### src/hdl/dfcrc_pkg.sv
// Types, constants and the CRC byte update for the duplex frame CRC-16 block.
package dfcrc_pkg;

	localparam int FRAME_LENGTH = 34;
	localparam int SLOT_W       = 6;
	localparam int BYTE_W       = 8;
	localparam int CRC_W        = 16;

	localparam logic [SLOT_W-1:0] HDR_FIRST_SLOT  = SLOT_W'(0);
	localparam logic [SLOT_W-1:0] HDR_SECOND_SLOT = SLOT_W'(1);
	localparam logic [SLOT_W-1:0] PAYLOAD_LAST    = SLOT_W'(FRAME_LENGTH - 4);
	localparam logic [SLOT_W-1:0] CRC_LO_SLOT     = SLOT_W'(FRAME_LENGTH - 3);
	localparam logic [SLOT_W-1:0] LAST_SLOT       = SLOT_W'(FRAME_LENGTH - 1);

	localparam logic [CRC_W-1:0]  CRC_POLY   = 16'hA001;
	localparam logic [CRC_W-1:0]  CRC_INIT   = 16'hFFFF;
	localparam logic [BYTE_W-1:0] HDR_FIRST  = 8'd128;
	localparam logic [BYTE_W-1:0] HDR_SECOND = 8'd255;
	localparam logic [BYTE_W-1:0] TRAILER    = 8'd128;

	typedef struct packed {
		logic [BYTE_W-1:0] tx_payload_byte;
		logic [BYTE_W-1:0] rx_byte;
	} in_item_t;

	typedef struct packed {
		logic [BYTE_W-1:0] tx_byte;
		logic [SLOT_W-1:0] slot_index;
		logic [BYTE_W-1:0] rx_payload_byte;
		logic              rx_payload_valid;
		logic              frame_last;
		logic              crc_ok;
	} out_item_t;

	// Reflected CRC-16 over one byte, least significant bit first.
	function automatic logic [CRC_W-1:0] crc_byte(input logic [CRC_W-1:0] acc,
			input logic [BYTE_W-1:0] b);
		logic [CRC_W-1:0] c;
		c = acc ^ {{(CRC_W-BYTE_W){1'b0}}, b};
		for (int k = 0; k < BYTE_W; k++) begin
			c = c[0] ? ((c >> 1) ^ CRC_POLY) : (c >> 1);
		end
		return c;
	endfunction

endpackage

### src/hdl/dfcrc_core.sv
// Slot sequencer, CRC accumulators and per-slot result logic.
module dfcrc_core
	import dfcrc_pkg::*;
(
	input  logic      clk,
	input  logic      arst_n,
	input  logic      advance,
	input  in_item_t  item,
	output out_item_t result
);

	logic [SLOT_W-1:0] slot_q, slot_d;
	logic [CRC_W-1:0]  tx_crc_q, tx_crc_d;
	logic [CRC_W-1:0]  rx_crc_q, rx_crc_d;
	logic [BYTE_W-1:0] rx_lo_q, rx_lo_d;
	logic [BYTE_W-1:0] rx_hi_q, rx_hi_d;

	always_comb begin
		result            = '0;
		result.slot_index = slot_q;
		tx_crc_d          = tx_crc_q;
		rx_crc_d          = rx_crc_q;
		rx_lo_d           = rx_lo_q;
		rx_hi_d           = rx_hi_q;
		slot_d            = slot_q + SLOT_W'(1);
		priority if (slot_q >= LAST_SLOT) begin
			result.tx_byte    = TRAILER;
			result.frame_last = 1'b1;
			result.crc_ok     = ({rx_hi_q, rx_lo_q} == rx_crc_q);
			slot_d            = '0;
			tx_crc_d          = CRC_INIT;
			rx_crc_d          = CRC_INIT;
		end else if (slot_q == HDR_FIRST_SLOT) begin
			result.tx_byte = HDR_FIRST;
		end else if (slot_q == HDR_SECOND_SLOT) begin
			result.tx_byte = HDR_SECOND;
		end else if (slot_q <= PAYLOAD_LAST) begin
			result.tx_byte          = item.tx_payload_byte;
			result.rx_payload_byte  = item.rx_byte;
			result.rx_payload_valid = 1'b1;
			tx_crc_d = crc_byte(tx_crc_q, item.tx_payload_byte);
			rx_crc_d = crc_byte(rx_crc_q, item.rx_byte);
		end else if (slot_q == CRC_LO_SLOT) begin
			result.tx_byte = tx_crc_q[BYTE_W-1:0];
			rx_lo_d        = item.rx_byte;
		end else begin
			result.tx_byte = tx_crc_q[CRC_W-1:BYTE_W];
			rx_hi_d        = item.rx_byte;
		end
	end

	always_ff @(posedge clk or negedge arst_n) begin
		if (!arst_n) begin
			slot_q   <= '0;
			tx_crc_q <= CRC_INIT;
			rx_crc_q <= CRC_INIT;
			rx_lo_q  <= '0;
			rx_hi_q  <= '0;
		end else if (advance) begin
			slot_q   <= slot_d;
			tx_crc_q <= tx_crc_d;
			rx_crc_q <= rx_crc_d;
			rx_lo_q  <= rx_lo_d;
			rx_hi_q  <= rx_hi_d;
		end
	end

endmodule

### config.mk
export PLATFORM = sky130hd
export DESIGN_NAME = dfcrc_core
export DESIGN_NICKNAME = d
export VERILOG_FILES = /design/src/hdl/dfcrc_pkg.sv /design/src/hdl/dfcrc_core.sv
export SDC_FILE = /design/constraint.sdc
export NUM_CORES = 1
export LEC_CHECK = 0
export ABC_AREA = 1
export BUFFER_PORTS_ARGS = -buffer_cell sky130_fd_sc_hd__buf_4
export CORE_ASPECT_RATIO = 1.75
export CORE_MARGIN = 2
export CORE_UTILIZATION = 58
export DETAILED_ROUTE_END_ITERATION = 12
export GPL_TIMING_DRIVEN = 0
export PLACE_DENSITY = 0.92
export SLEW_MARGIN = 0
export SYNTH_ARGS = -nofsm -noshare
export SYNTH_HDL_FRONTEND = slang
export SYNTH_SLANG_ARGS = --single-unit
export TNS_END_PERCENT = 100
### constraint.sdc
create_clock -name clk -period 2.2 [get_ports clk]
set_input_delay 0.11 -clock clk [delete_from_list [all_inputs] [get_ports clk]]
set_output_delay 0.11 -clock clk [all_outputs]
set_load 0.03 [all_outputs]
---- After elaboration in Yosys (flattened, before gate mapping) ----
Index checks and enable logic that the tools add are counted.
operators by class
  equality and inequality tests ........... 5
  reductions and logical operators ........ 5
  $lt $le $gt $ge ......................... 2
  add/sub/neg operators ................... 1
  multiplexer cells ....................... 35
  bitwise logic cells ..................... 23
operator list
  cell                                                                              number
  16-bit two-way mux                                                                24
  2-bit inverter with 3-bit output                                                  16
  8-bit two-way mux                                                                 5
  9-bit two-way mux                                                                 4
  16-bit by 8-bit bitwise XOR with 16-bit output                                    2
  16-bit equality test                                                              1
  6-bit AND reduction                                                               2
  6-bit by 1-bit adder with 6-bit output, second input constant                     1
  6-bit by 1-bit equality test with 1-bit output, second input constant             1
  6-bit by 5-bit equality test with 1-bit output, second input constant             1
  6-bit >= comparator, second input constant                                        1
  6-bit by 5-bit less-or-equal comparator with 1-bit output, second input constant  1
  6-bit logical NOT                                                                 1
  6-bit two-way mux                                                                 1
  1-bit inverter                                                                    5
  2-bit inequality test, second input constant                                      2
  4-bit AND reduction                                                               1
  2-bit two-way mux                                                                 1
  2-bit nonzero test                                                                1
word-level totals
  input bits .............................. 19
  word-level logic and storage cells ...... 76
  bits in registers ....................... 54

---- Depth between registers and ports, before layout ----
  word-level depth ........................ 21
  mapped depth ............................ 16
  gate-level depth less buffers ........... 16

---- Worst setup path before layout ----
OpenSTA, ideal clock, no wires.
  path kind ............................... reg2out
  from .................................... register slot_q[1]
  to ...................................... output port result[10] in the netlist's numbering
  stages on the path, launching flop included .. 10
  path slack .............................. -0.402 ns
  data arrival time ....................... 2.492 ns
  cells stage by stage .................... dfrtp_1 inv_1 ha_1 nand3_1 inv_1 nor2_1 inv_1 nor2_1 clkinv_1 nor2_1
RTL lines
  what                    line              source
  start, declared         dfcrc_core.sv:12  logic [SLOT_W-1:0] slot_q, slot_d;
  start signal, assigned  dfcrc_core.sv:60  slot_q <= slot_d;
  end, declared           dfcrc_core.sv:9   output out_item_t result

==> flow_summary.rst <==
.. list-table::
   :header-rows: 1

   * - Metric
     - Value
   * - Share of final-layout standard cells stronger than drive strength 1
     - 0.279
   * - Setup repair after global routing missed its margin
     - true
   * - Number of slew-limit violations in the final report
     - 0
   * - Sink count of the clock tree
     - 54
   * - Number of library cell types mapped by synthesis
     - 34
   * - Final setup viols
     - 0
   * - Power density over cell area
     - around 1700 nW/µm²
   * - Layout Utilization
     - 0.718
   * - Total core area
     - roughly 5500 µm²
   * - Cell seen most often among critical-path stages
     - inv_1
   * - Clk pin slew, worst setup/hold paths
     - 0.09 ns
   * - Aggregate negative setup slack
     - 0 ns
   * - Detailed-router iteration count before antenna repair
     - 5
   * - Required time of the worst setup path
     - 2.09 ns
   * - Post-synth top area cell
     - dfstp_2
   * - Leading cell types by total area after synthesis
     - dfstp_2 (25%), dfrtp_1 (17%), nand2_1 (13%), xnor2_1 (6.9%), inv_1 (6.1%)
   * - Worst Skew
     - just over 0.007 ns
   * - Antenna violations before repair
     - 0
   * - Critical Path Fanout Max
     - 7
   * - Post-synth net total
     - around 450
   * - Synth Warn #
     - 0
   * - Crit-path max cell delay
     - 0.46 ns
   * - Power Total
     - around 6.6 mW
   * - Maximum buffer depth of the clock tree
     - 2
   * - Global route total overflow
     - 0
   * - Weighted congestion at the end of routability-driven global placement
     - just over 0.9
   * - Clock insertion delay at the later pin of the skew report
     - about 0.31 ns
   * - Hold Vio Cnt, Final
     - 0
   * - Minimum clock period
     - approximately 2.2 ns
   * - Proportion of synthesized chip area in sequential cells
     - 0.421
   * - Number of flops mapped to enable cells by yosys
     - 0
   * - Peak clock frequency supported by timing
     - around 460 MHz
   * - Initial core utilization
     - 0.596
   * - Average detailed-routed wire length per instance
     - 15.1 µm
   * - Htree depth
     - 2
   * - # port buffers
     - 43
   * - Total Die Area
     - between 6000 and 7000 µm²
   * - Height of the die
     - slightly above 100 µm
   * - Highest ir drop seen on vdd
     - approximately 950 µV
   * - Number of placement rows
     - 36
   * - Clock tree from TritonCTS
     - yes
   * - Hold slack final
     - 0.0509 ns
   * - Final ANT Viol Nets
     - 0
   * - Post-synth ARST share
     - 1.00
   * - Critical Path Start Type
     - flop
   * - Highest-count cells in the layout ignoring fill and taps
     - nand2_1 (112), inv_1 (53), buf_4 (53)
   * - Number of global-route vias before repair
     - 3,071
   * - Highest-delay cell along the critical path
     - dfrtp_2
   * - Dpl hpwl
     - 6170 µm
   * - Worst-Margin Slew
     - around 0.67 ns
   * - Root Driver
     - clkbuf_8
   * - Antenna Diode Count
     - 0
   * - Number of vias after detailed routing
     - 3,098
   * - Area growth from synthesis to final layout
     - 20.5%
   * - Critical path arrival
     - between 2 and 2.5 ns
   * - Worst rel slew slack
     - 0.557
   * - Remaining design rule violation count
     - 0
   * - Die span in x
     - just over 60 µm
   * - Run status
     - complete, no violations
   * - Mapped cell area
     - between 3000 and 4000 µm²
   * - Synth top area share
     - 0.255
   * - Top-level port count
     - 44
   * - Total of flip-flops plus latches after synthesis
     - between 50 and 60
   * - Synth Instances
     - approximately 420
   * - Family of cells with the greatest summed delay on the critical path
     - buffers and inverters
   * - Fraction of the cycle the final worst path needs
     - 0.998
   * - Placed standard-cell area
     - 3750 µm²
   * - Number of DRC violations after detailed-routing iteration 0
     - 197
   * - Pin count of the biggest net entering global routing
     - 55
   * - CP cell instances
     - inv_1, ha_1, inv_1, nor2_2, a31oi_4, inv_2, nand2_2, a211oi_1, buf_4
   * - Wire length of the first global-routing pass
     - about 14,000 µm
   * - Critical setup path kind
     - flop to output port
   * - Critical Path End Type
     - output port
   * - Post-DR vias/cell
     - 5.56
   * - GRT Total Usage
     - 0.281
   * - Clock buffers created by TritonCTS
     - 5
   * - Final Instance Area
     - around 4000 µm²
   * - Wirelength, routed
     - ~8400 µm
   * - P_leak
     - about 2.0 nW
   * - Buffering stage count on the worst path with inverters included
     - 4
   * - Nets@finish
     - slightly above 500
   * - Top_reg_cell synth
     - dfstp_2
   * - Number of max-capacitance violations reported
     - 0
   * - Worst min-delay path category
     - input pin to flop
   * - Most common cell after layout, fill and taps aside
     - nand2_1
   * - Post-Synthesis Mean Instance Area
     - around 8 µm²
==> logic make-up after synthesis <==
group | share of synthesized area
and+or+nand+nor | 0.238
AOI/OAI and AO/OA | 0.140
buffers and inverters | 0.0792
DFF | 0.421
xor gates and xnor gates | 0.102
adders and majority gates | 0.0189
==> layout make-up <==
type,instances,area [µm²]
flip-flops and latches,54,1390
inverters,58,223
plain buffers,7,47.5
multi-input cells,302,1720
clock buffers,7,96.3
clock inverters,1,8.76
repair buffers,52,393
fillers,440,1560
well taps,76,95.1
==> per-layer routing <==
| metal | track usage | part of all wire | vias up |
|---|---|---|---|
| met4 | 0.140 | 0.037 | 0 |
| met5 | 0 | 0 | - |
| met3 | 0.0312 | 0.045 | 31 |
| met2 | 0.473 | 0.55 | 119 |
| met1 | 0.337 | 0.37 | 1478 |
| li1 | - | - | 1470 |
==> synth_stat cells, drive strengths merged, types with 2 or more instances <==
library cell	n
a221oi	3
xnor2	26
nand3	22
buf	4
dfrtp	22
o21ai	28
xor2	10
inv	57
a21oi	12
nand2	114
clkbuf	5
nand4	3
a22oi	13
o22ai	2
a32oi	3
nand3b	2
nor2	41
ha	5
a211oi	7
or2	5
dfstp	32
==> path summary, 6_finish.rpt <==
kind	cells after the start	end	start	slack (ns)
min in group asynchronous	2	rx_lo_q[1]$_DFFE_PN0P_	arst_n	0.37
hold / removal	2	slot_q[1]$_DFFE_PN0P_	advance	0.05
max in group asynchronous	2	slot_q[0]$_DFFE_PN0P_	arst_n	1.37
setup reg to reg	11	rx_crc_q[1]$_DFFE_PN1P_	slot_q[0]$_DFFE_PN0P_	0.07
hold reg to reg	2	tx_crc_q[4]$_DFFE_PN1P_	tx_crc_q[12]$_DFFE_PN1P_	0.51
setup / recovery	9	result[19]	slot_q[0]$_DFFE_PN0P_	0.005
==> stage by stage <==
stage | cells | worst slack [ns]
6_report | 557 | 0.00511
3_3_place_gp | 542 | -0.0451
3_5_place_dp | 542 | -0.115
4_1_cts | 553 | 0.00503
2_1_floorplan | 423 | -0.164
5_1_grt | 557 | -0.0845
==> timing repair <==
item                       CTS  global route
setup buffers                2             6
hold buffers                 1             0
hold endpoints to repair    22             0
gates resized for setup     11             8
setup endpoints to repair   32            50
pin swaps                    1             1
==> sequential cells by signal, indices dropped and copies added (netlist names) <==
register and count:
rx_crc_q 16, rx_hi_q 8, rx_lo_q 8, slot_q 6
tx_crc_q 16
==> power breakdown <==
part | switching [mW] | total (mW) | internal, mW
registers | 0.366 | 1.96 | 1.59
logic | 2.54 | 4.05 | 1.51
clock network | 0.337 | 0.627 | 0.289
==> worst register-to-register path: stages (launching register included) <==
cell and delay, ns:
dfrtp_2 0.43, inv_1 0.10, ha_1 0.19, inv_1 0.06
nor2_2 0.05, a31oi_4 0.31, inv_2 0.10, nand2_1 0.08
nand3_2 0.13, nor2_4 0.25, buf_4 0.24, a22oi_1 0.09
(Power assumes the default switching activity.)
